--- src/hw/rtl/spphs_pkg.sv ---
// Shared types and constants for the string-pair hash presence set.
// Used by the front, queue, back and top-level modules; depends on nothing.
package spphs_pkg;

	localparam int unsigned ENTRY_INDEX_W = 10;
	localparam int unsigned CHAR_W        = 8;
	localparam int unsigned SUM_W         = 32;
	localparam int unsigned QUEUE_DEPTH   = 4;
	localparam int unsigned QUEUE_AW      = 2;

	localparam logic [SUM_W-1:0]  HASH_MULT   = 32'd61;
	localparam logic [CHAR_W-1:0] UPPER_FIRST = 8'd65;
	localparam logic [CHAR_W-1:0] UPPER_LAST  = 8'd90;
	localparam logic [CHAR_W-1:0] CASE_OFFSET = 8'd32;

	localparam logic CMD_INSERT = 1'b0;
	localparam logic CMD_LOOKUP = 1'b1;
	localparam logic STR_NAME   = 1'b0;
	localparam logic STR_SCOPE  = 1'b1;

	typedef struct packed {
		logic                     lookup;
		logic [ENTRY_INDEX_W-1:0] idx;
	} spphs_op_t;

endpackage

--- src/hw/rtl/spphs_ram.sv ---
// Generic single-write, single-read RAM with a registered read port.
// Standalone; holds the presence table.
module spphs_ram #(
	parameter int unsigned WIDTH = 1,
	parameter int unsigned DEPTH = 999
) (
	input  logic                     clk,
	input  logic                     we,
	input  logic [$clog2(DEPTH)-1:0] waddr,
	input  logic [WIDTH-1:0]         wdata,
	input  logic                     re,
	input  logic [$clog2(DEPTH)-1:0] raddr,
	output logic [WIDTH-1:0]         rdata
);

	logic [WIDTH-1:0] mem [DEPTH];

	always_ff @(posedge clk) begin
		if (we) begin
			mem[waddr] <= wdata;
		end
		if (re) begin
			rdata <= mem[raddr];
		end
	end

endmodule

--- src/hw/rtl/spphs_front.sv ---
// Front end: accepts characters, folds case, updates the string accumulators
// and reduces a finished accumulator to its slot. Depends on spphs_pkg.
module spphs_front #(
	parameter int unsigned HASH_MODULUS = 500
) (
	input  logic                              clk,
	input  logic                              arst_n,
	input  logic                              take,
	output logic                              ready,
	input  logic                              command,
	input  logic                              which_string,
	input  logic [spphs_pkg::CHAR_W-1:0]      character,
	output logic                              push_valid,
	input  logic                              push_ready,
	output spphs_pkg::spphs_op_t              push_op
);

	localparam int unsigned SLOT_W = $clog2(HASH_MODULUS);
	localparam int unsigned IDX_W  = SLOT_W + 1;
	localparam int unsigned PROD_W = 2 * spphs_pkg::SUM_W;
	localparam logic [SLOT_W:0] MOD_V = (SLOT_W + 1)'(HASH_MODULUS);
	localparam logic [spphs_pkg::SUM_W-1:0] MOD_W = spphs_pkg::SUM_W'(HASH_MODULUS);
	// Reciprocal of the modulus scaled by 2^32, rounded down.
	localparam logic [spphs_pkg::SUM_W-1:0] RECIP =
		spphs_pkg::SUM_W'((64'd1 << spphs_pkg::SUM_W) / HASH_MODULUS);

	typedef enum logic [2:0] {F_IDLE, F_MUL, F_SUB, F_FIX, F_PUSH} state_t;

	state_t                           state_q;
	logic [spphs_pkg::SUM_W-1:0]      name_sum_q;
	logic [spphs_pkg::SUM_W-1:0]      scope_sum_q;
	logic [SLOT_W-1:0]                name_slot_q;
	logic [spphs_pkg::SUM_W-1:0]      div_q;
	logic [spphs_pkg::SUM_W-1:0]      quot_q;
	logic [SLOT_W:0]                  diff_q;
	logic [SLOT_W-1:0]                rem_q;
	logic                             scope_q;
	logic                             cmd_q;

	logic [spphs_pkg::CHAR_W-1:0]     folded;
	logic [spphs_pkg::SUM_W-1:0]      ext_char;
	logic [spphs_pkg::SUM_W-1:0]      sel_sum;
	logic [spphs_pkg::SUM_W-1:0]      mac;
	logic [spphs_pkg::SUM_W-1:0]      term_val;
	logic [spphs_pkg::SUM_W-1:0]      term_mag;
	logic [PROD_W-1:0]                prod;
	logic [spphs_pkg::SUM_W-1:0]      quot_times_mod;
	logic [spphs_pkg::SUM_W-1:0]      diff;
	logic [SLOT_W-1:0]                rem_fix;
	logic [IDX_W-1:0]                 idx_sum;

	always_comb begin
		folded = character;
		if (character inside {[spphs_pkg::UPPER_FIRST:spphs_pkg::UPPER_LAST]}) begin
			folded = character + spphs_pkg::CASE_OFFSET;
		end
		ext_char = {{(spphs_pkg::SUM_W - spphs_pkg::CHAR_W){folded[spphs_pkg::CHAR_W-1]}},
			folded};
		sel_sum  = (which_string == spphs_pkg::STR_SCOPE) ? scope_sum_q : name_sum_q;
		mac      = sel_sum * spphs_pkg::HASH_MULT + ext_char;
		// A name slot is taken from the accumulator plus one.
		term_val = (which_string == spphs_pkg::STR_SCOPE) ? scope_sum_q
			: name_sum_q + spphs_pkg::SUM_W'(1);
		// The most negative value negates to itself, which read unsigned is 2^31.
		term_mag = term_val[spphs_pkg::SUM_W-1] ? (~term_val + spphs_pkg::SUM_W'(1))
			: term_val;
		// The quotient estimate from the scaled reciprocal is at most one low, so
		// the remainder left after the subtract is below twice the modulus.
		prod           = PROD_W'(div_q) * PROD_W'(RECIP);
		quot_times_mod = quot_q * MOD_W;
		diff           = div_q - quot_times_mod;
		rem_fix        = (diff_q >= MOD_V) ? SLOT_W'(diff_q - MOD_V) : diff_q[SLOT_W-1:0];
		idx_sum        = {1'b0, name_slot_q} + {1'b0, rem_q};
	end

	assign ready          = (state_q == F_IDLE);
	assign push_valid     = (state_q == F_PUSH);
	assign push_op.lookup = (cmd_q == spphs_pkg::CMD_LOOKUP);
	assign push_op.idx    = spphs_pkg::ENTRY_INDEX_W'(idx_sum);

	always_ff @(posedge clk or negedge arst_n) begin
		if (!arst_n) begin
			state_q     <= F_IDLE;
			name_sum_q  <= '0;
			scope_sum_q <= '0;
			name_slot_q <= '0;
			rem_q       <= '0;
			quot_q      <= '0;
			diff_q      <= '0;
			scope_q     <= 1'b0;
			cmd_q       <= 1'b0;
			div_q       <= '0;
		end else begin
			case (state_q)
				F_IDLE: begin
					if (take) begin
						if (character != '0) begin
							if (which_string == spphs_pkg::STR_SCOPE) begin
								scope_sum_q <= mac;
							end else begin
								name_sum_q <= mac;
							end
						end else begin
							if (which_string == spphs_pkg::STR_SCOPE) begin
								scope_sum_q <= '0;
							end else begin
								name_sum_q <= '0;
							end
							div_q   <= term_mag;
							scope_q <= which_string;
							cmd_q   <= command;
							state_q <= F_MUL;
						end
					end
				end
				F_MUL: begin
					quot_q  <= prod[PROD_W-1:spphs_pkg::SUM_W];
					state_q <= F_SUB;
				end
				F_SUB: begin
					diff_q  <= diff[SLOT_W:0];
					state_q <= F_FIX;
				end
				F_FIX: begin
					if (scope_q == spphs_pkg::STR_SCOPE) begin
						rem_q   <= rem_fix;
						state_q <= F_PUSH;
					end else begin
						name_slot_q <= rem_fix;
						state_q     <= F_IDLE;
					end
				end
				F_PUSH: begin
					if (push_ready) begin
						state_q <= F_IDLE;
					end
				end
				default: begin
					state_q <= F_IDLE;
				end
			endcase
		end
	end

endmodule

--- src/hw/rtl/spphs_fifo.sv ---
// Short queue of table operations between the front and back ends.
// Depends on spphs_pkg for the operation type and depth.
module spphs_fifo (
	input  logic                 clk,
	input  logic                 arst_n,
	input  logic                 push_valid,
	output logic                 push_ready,
	input  spphs_pkg::spphs_op_t push_op,
	output logic                 pop_valid,
	input  logic                 pop_ready,
	output spphs_pkg::spphs_op_t pop_op
);

	spphs_pkg::spphs_op_t              mem_q [spphs_pkg::QUEUE_DEPTH];
	logic [spphs_pkg::QUEUE_AW-1:0]    wr_ptr_q;
	logic [spphs_pkg::QUEUE_AW-1:0]    rd_ptr_q;
	logic [spphs_pkg::QUEUE_AW:0]      count_q;
	logic                              do_push;
	logic                              do_pop;

	assign push_ready = (count_q != (spphs_pkg::QUEUE_AW + 1)'(spphs_pkg::QUEUE_DEPTH));
	assign pop_valid  = (count_q != '0);
	assign pop_op     = mem_q[rd_ptr_q];
	assign do_push    = push_valid && push_ready;
	assign do_pop     = pop_valid && pop_ready;

	always_ff @(posedge clk) begin
		if (do_push) begin
			mem_q[wr_ptr_q] <= push_op;
		end
	end

	always_ff @(posedge clk or negedge arst_n) begin
		if (!arst_n) begin
			wr_ptr_q <= '0;
			rd_ptr_q <= '0;
			count_q  <= '0;
		end else begin
			if (do_push) begin
				wr_ptr_q <= wr_ptr_q + 1'b1;
			end
			if (do_pop) begin
				rd_ptr_q <= rd_ptr_q + 1'b1;
			end
			if (do_push && !do_pop) begin
				count_q <= count_q + 1'b1;
			end else if (do_pop && !do_push) begin
				count_q <= count_q - 1'b1;
			end
		end
	end

endmodule

--- src/hw/rtl/spphs_back.sv ---
// Back end: clears the presence table after reset, then marks entries and
// answers lookups through an output register. Depends on spphs_pkg, spphs_ram.
module spphs_back #(
	parameter int unsigned HASH_MODULUS = 500
) (
	input  logic                                 clk,
	input  logic                                 arst_n,
	input  logic                                 op_valid,
	output logic                                 op_pop,
	input  spphs_pkg::spphs_op_t                 op,
	output logic                                 clearing,
	output logic                                 out_valid,
	input  logic                                 out_ready,
	output logic                                 found,
	output logic [spphs_pkg::ENTRY_INDEX_W-1:0]  entry_index
);

	localparam int unsigned DEPTH = 2 * HASH_MODULUS - 1;
	localparam int unsigned AW    = $clog2(DEPTH);
	localparam logic [AW-1:0] LAST_ADDR = AW'(DEPTH - 1);

	typedef enum logic [1:0] {B_CLEAR, B_RUN, B_READ} state_t;

	state_t                               state_q;
	logic [AW-1:0]                        clr_q;
	logic [spphs_pkg::ENTRY_INDEX_W-1:0]  idx_q;
	logic                                 out_valid_q;
	logic                                 found_q;
	logic [spphs_pkg::ENTRY_INDEX_W-1:0]  entry_index_q;

	logic          we;
	logic [AW-1:0] waddr;
	logic          wdata;
	logic          re;
	logic [AW-1:0] raddr;
	logic          rdata;
	logic          load;

	assign load = (state_q == B_READ) && (!out_valid_q || out_ready);

	always_comb begin
		we     = 1'b0;
		waddr  = op.idx[AW-1:0];
		wdata  = 1'b1;
		re     = 1'b0;
		raddr  = op.idx[AW-1:0];
		op_pop = 1'b0;
		case (state_q)
			B_CLEAR: begin
				we    = 1'b1;
				waddr = clr_q;
				wdata = 1'b0;
			end
			B_RUN: begin
				if (op_valid) begin
					op_pop = 1'b1;
					if (op.lookup) begin
						re = 1'b1;
					end else begin
						we = 1'b1;
					end
				end
			end
			default: begin
			end
		endcase
	end

	spphs_ram #(
		.WIDTH (1),
		.DEPTH (DEPTH)
	) u_table (
		.clk   (clk),
		.we    (we),
		.waddr (waddr),
		.wdata (wdata),
		.re    (re),
		.raddr (raddr),
		.rdata (rdata)
	);

	always_ff @(posedge clk or negedge arst_n) begin
		if (!arst_n) begin
			state_q       <= B_CLEAR;
			clr_q         <= '0;
			idx_q         <= '0;
			out_valid_q   <= 1'b0;
			found_q       <= 1'b0;
			entry_index_q <= '0;
		end else begin
			if (out_valid_q && out_ready) begin
				out_valid_q <= 1'b0;
			end
			case (state_q)
				B_CLEAR: begin
					clr_q <= clr_q + 1'b1;
					if (clr_q == LAST_ADDR) begin
						state_q <= B_RUN;
					end
				end
				B_RUN: begin
					if (op_valid && op.lookup) begin
						idx_q   <= op.idx;
						state_q <= B_READ;
					end
				end
				B_READ: begin
					// The RAM holds its read data until the next read, so a stalled
					// output simply waits here.
					if (load) begin
						out_valid_q   <= 1'b1;
						found_q       <= rdata;
						entry_index_q <= idx_q;
						state_q       <= B_RUN;
					end
				end
				default: begin
					state_q <= B_RUN;
				end
			endcase
		end
	end

	assign clearing    = (state_q == B_CLEAR);
	assign out_valid   = out_valid_q;
	assign found       = found_q;
	assign entry_index = entry_index_q;

endmodule

--- src/hw/rtl/string_pair_hash_presence_set_core.sv ---
// String-pair hash presence set, top level. Depends on spphs_pkg and its submodules.
// Operation: a character transfer only updates its accumulator; a terminator
// holds the input through the reciprocal multiply, subtract and one correction, and a scope
// terminator also while its table operation is queued, which waits on a full queue. No new
// character is taken until that reduction is done.
// Reset: asynchronous; then every table entry is cleared while no input is taken.
module string_pair_hash_presence_set_core #(
	parameter int unsigned HASH_MODULUS = 500
) (
	input  logic        clk,
	input  logic        arst_n,
	input  logic        s_axis_tvalid,
	output logic        s_axis_tready,
	input  logic [7:0]  s_axis_tdata,  // [7:0] character
	input  logic [1:0]  s_axis_tuser,  // [0] command, [1] which_string
	output logic        m_axis_tvalid,
	input  logic        m_axis_tready,
	output logic [15:0] m_axis_tdata   // [0] found, [10:1] entry_index, [15:11] zero
);

	logic                                 front_ready;
	logic                                 clearing;
	logic                                 take;
	logic                                 push_valid;
	logic                                 push_ready;
	spphs_pkg::spphs_op_t                 push_op;
	logic                                 pop_valid;
	logic                                 pop_ready;
	spphs_pkg::spphs_op_t                 pop_op;
	logic                                 found;
	logic [spphs_pkg::ENTRY_INDEX_W-1:0]  entry_index;

	assign s_axis_tready = front_ready && !clearing;
	assign take          = s_axis_tvalid && s_axis_tready;

	spphs_front #(
		.HASH_MODULUS (HASH_MODULUS)
	) u_front (
		.clk          (clk),
		.arst_n       (arst_n),
		.take         (take),
		.ready        (front_ready),
		.command      (s_axis_tuser[0]),
		.which_string (s_axis_tuser[1]),
		.character    (s_axis_tdata),
		.push_valid   (push_valid),
		.push_ready   (push_ready),
		.push_op      (push_op)
	);

	spphs_fifo u_queue (
		.clk        (clk),
		.arst_n     (arst_n),
		.push_valid (push_valid),
		.push_ready (push_ready),
		.push_op    (push_op),
		.pop_valid  (pop_valid),
		.pop_ready  (pop_ready),
		.pop_op     (pop_op)
	);

	spphs_back #(
		.HASH_MODULUS (HASH_MODULUS)
	) u_back (
		.clk         (clk),
		.arst_n      (arst_n),
		.op_valid    (pop_valid),
		.op_pop      (pop_ready),
		.op          (pop_op),
		.clearing    (clearing),
		.out_valid   (m_axis_tvalid),
		.out_ready   (m_axis_tready),
		.found       (found),
		.entry_index (entry_index)
	);

	assign m_axis_tdata = {5'b0, entry_index, found};

	a_no_result_while_clearing: assert property (@(posedge clk) disable iff (!arst_n)
		m_axis_tvalid |-> !clearing)
		else $error("result presented before the table clear finished");

	a_no_pop_while_clearing: assert property (@(posedge clk) disable iff (!arst_n)
		clearing |-> !pop_ready)
		else $error("table operation taken during the clear pass");

	a_input_blocked_while_pushing: assert property (@(posedge clk) disable iff (!arst_n)
		push_valid |-> !s_axis_tready)
		else $error("input transfer taken while a table operation waits");

endmodule
--- config.mk ---
export PLATFORM = sky130hd
export DESIGN_NAME = string_pair_hash_presence_set_core
export DESIGN_NICKNAME = d
export VERILOG_FILES = /design/src/hw/rtl/spphs_pkg.sv /design/src/hw/rtl/spphs_ram.sv /design/src/hw/rtl/spphs_front.sv /design/src/hw/rtl/spphs_fifo.sv /design/src/hw/rtl/spphs_back.sv /design/src/hw/rtl/string_pair_hash_presence_set_core.sv
export SDC_FILE = /design/constraint.sdc
export NUM_CORES = 2
export LEC_CHECK = 0
export ABC_AREA = 1
export BUFFER_PORTS_ARGS = -buffer_cell sky130_fd_sc_hd__buf_2
export CAP_MARGIN = 40
export CORE_MARGIN = 8
export CORE_UTILIZATION = 30
export DETAILED_ROUTE_END_ITERATION = 16
export SLEW_MARGIN = 20
export SYNTH_ARGS = -nofsm -noshare
export SYNTH_HDL_FRONTEND = slang
export SYNTH_SLANG_ARGS = --single-unit
export TNS_END_PERCENT = 10
--- constraint.sdc ---
create_clock -name clk -period 25.5 [get_ports clk]
set_input_delay 5.1 -clock clk [delete_from_list [all_inputs] [get_ports clk]]
set_output_delay 5.1 -clock clk [all_outputs]
set_load 0.05 [all_outputs]
==> results by group <==
Outcome
  • Outcome: completed

Timing
  • Min cycle time layout: ~11 ns
  • Final hold violations: 0
  • Max-slew violations: 0
  • RSZ-0062 raised after global routing: no
  • FMAX: ~94 MHz
  • Hold WS: ~0.48 ns
  • Fin crit share: roughly two fifths
  • Max_slew headroom: 16.2%
  • Setup TNS: 0 ns
  • Setup violators final: 0
  • Fin Clk Skew: ~0.075 ns
  • Worst Max-Slew Pin Slew: approximately 1.3 ns

Setup path
  • Critical Path Start: s_axis_tuser[1]
  • Critical path class: primary input to register
  • Crit-path max FO: 52
  • CP Cell Sequence: buf_2 -> inv_2 -> buf_4 -> nor2_1 -> a21oi_1 -> inv_1 -> fa_1 -> fa_1 -> inv_1 -> fa_1 -> fa_1 -> ha_1 -> nand2_1 -> nor4_1 -> nand3_1 -> nand3_1 -> nand2_1 -> o211ai_1 -> a21oi_1 -> xnor2_1 -> nand3_1 -> o21ai_0
  • R2R Path Start: u_queue.rd_ptr_q[1]
  • Critical Path End Type: register
  • Reg2reg setup slack: 19.45 ns
  • Most frequent CP cell: fa_1
  • Worst flop-to-flop path endpoint: u_back.u_table.rdata
  • Required @ worst endpoint: 26.20 ns
  • Worst Setup EP: u_front.name_sum_q[30]
  • Crit path launch type: primary input
  • Worst Path Arrival: between 10 and 15 ns
  • CP max-delay cell: inv_2
  • Crit-path max cell delay: ~0.57 ns
  • Worst R2R Path Depth: 18

Detailed routing
  • Final WL: 213 mm
  • Vias per cell: ~4.9
  • Via count: about 56,000
  • Routed Antenna Nets: 0
  • Initial DRC count: ~5,300
  • DR WL/cell: 18.8 um
  • TritonRoute pass-1 iters: 5
  • DRC: 0

Global routing
  • Initial antenna violation count: 3
  • Total congestion overflow: 0
  • Global Route Usage Sum: approximately 16%
  • Largest net degree at the start of global routing: around 260
  • First-pass GRT wire length: approximately 330 mm
  • Vias in the first global route: ~55,000

Yosys
  • Post-synthesis register bit count: approximately 1,200
  • Post-synth EDFFs: around 1,000
  • Seq/Total Area, Yosys: just under 50%
  • Post-synth top area share: between 40 and 50%
  • Dominant cells by area after synthesis: edfxtp_1, fa_1, nand2_1, nor2_1, dfrtp_1
  • Main flop type after synthesis: edfxtp_1
  • Cell count after synthesis: approximately 8,000
  • Commonest cells post-synth: nand2_1, nor2_1, inv_1
  • Top-count cell post-synth: nand2_1
  • Avg Inst Size Synth: around 9.1 um2
  • Synth area leader: edfxtp_1
  • Post-synth cell types: slightly below 60
  • Synthesized area: 74,200 um2
  • Synthesis Warnings: 0
  • Fraction of registers with async set/reset: between 10 and 15%

Floorplan
  • I/O Pins: 32
  • Die Ht: 513 um
  • Die X: between 500 and 600 um
  • Die footprint: between 200,000 and 300,000 um2
  • Starting Density: a little under a third
  • Total core area: 246,000 um2
  • FP Rows: between 150 and 200

Placement
  • Gpl congestion: 0.859
  • DP Wirelength: roughly 130 mm
  • Port bufs: 26

Cells and area
  • Ratio of cells with drive above 1 in the final layout: 5.74%
  • Area grow syn2layout: 10.8%
  • NumNets Final: between 8,000 and 9,000

Clocking
  • Post-CTS Hold Fix Bufs: 0
  • Clock sinks: 1,222
  • CTS Buf Count: between 100 and 150
  • Clock Tree Root: clkbuf_16
  • Clk_lat worst skew: around 0.79 ns
  • Post-CTS Setup Inserts: 0
  • CTS Buffer Depth: 3
  • Clock transition at path regs: ~0.06 ns
  • CTS tree: built
  • H-tree Lvls: 4
  • CTS resizes: 0

Run
  • Max_cap viols: 0

Hold path
  • Hold Crit Class: register to register
-- through the flow --
step,cells,setup slack [ns],utilization [%],instance area [um2]
floorplan,8165,15.62,-,74200
global placement,11034,14.18,31.3,77000
detailed placement,11076,14.11,31.6,77700
CTS,11318,14.95,33.3,82000
global route,11326,14.32,33.4,82100
finish,11327,14.87,33.4,82100
-- area by class of cell --
type | count | area [um2]
inverters | 1193 | 4500
clock buffers | 178 | 3700
repair buffers | 157 | 1650
diodes | 2 | 5.00
flip-flops and latches | 1222 | 35800
fillers | 25141 | 164000
multi-input cells | 5291 | 31900
well taps | 3220 | 4030
clock inverters | 64 | 554
-- placed cells by master (no fill, tap or decap), types with 13 or more instances in the layout --
cell type / n
xnor2_1: 44
nand3_1: 774
inv_1: 1168
o21ai_0: 222
o211ai_1: 173
o21ai_1: 19
clkbuf_1: 31
nor2_1: 1233
buf_4: 83
nand3b_1: 172
nor3_1: 29
buf_8: 25
clkinv_2: 29
nand2_1: 1577
nand2_2: 41
a21oi_1: 157
fa_1: 313
inv_2: 19
xor2_1: 50
edfxtp_1: 1044
nand4_1: 25
buf_16: 13
clkbuf_16: 139
buf_2: 26
ha_1: 339
dfrtp_1: 178
clkinv_1: 21
-- critical path, delay by kind of cell --
kind,cells,cell delay (ns)
simple gates,7,1.12
buf+inv,5,1.58
xor+xnor,1,0.25
fa+ha+maj,5,2.31
compound gates,4,0.91
-- metal layers --
layer	GRT usage [%]	vias up	part of all wire [%]
li1	-	26067	-
met1	19.9	27545	41
met2	27.5	1880	49
met3	2.16	382	6.4
met4	5.41	2	3.5
met5	0	-	0.0056
-- cell families (layout without fill, tap and decap cells) --
family / Yosys count / in the layout / synth area share (%)
AND/OR/NAND/NOR: 3904 / 3904 / 22.4
buffers and inverters: 1652 / 1592 / 8.93
flip-flops: 1222 / 1222 / 48.3
adder cells (fa/ha/maj): 652 / 652 / 14.2
AO/OA/AOI/OAI: 634 / 634 / 5.10
XOR/XNOR: 94 / 94 / 1.11
multiplexers: 2 / 2 / 0.0304
other: 1 / 7 / 0.00506
-- how the worst min path moves through the flow --
stage	from	endpoint	cells past startpoint
floorplan	u_front.scope_sum_q[0]	u_front.scope_sum_q[0]	2
global placement	u_back.entry_index[1]	u_back.entry_index[1]	2
detailed placement	u_back.entry_index[1]	u_back.entry_index[1]	2
CTS	u_back.entry_index[1]	u_back.entry_index[1]	2
global route	u_back.entry_index[1]	u_back.entry_index[1]	2
finish	u_back.entry_index[1]	u_back.entry_index[1]	2
-- state kept, by name (all words and copies together), names as in the netlist --
name and cells:
u_back.clr_q 10, u_back.entry_index 10, u_back.found 1, u_back.idx_q 10, u_back.out_valid 1, u_back.state_q 2
u_back.u_table.mem 999, u_back.u_table.rdata 1, u_front.cmd_q 1, u_front.diff_q 10, u_front.div_q 32, u_front.name_slot_q 9
u_front.name_sum_q 32, u_front.quot_q 8, u_front.rem_q 9, u_front.scope_q 1, u_front.scope_sum_q 32, u_front.state_q 3
u_queue.count_q 3, u_queue.mem_q 44, u_queue.rd_ptr_q 2, u_queue.wr_ptr_q 2
Power is not shown: default switching activity piles up to over one toggle a cycle in this logic, so the estimate is an artifact.
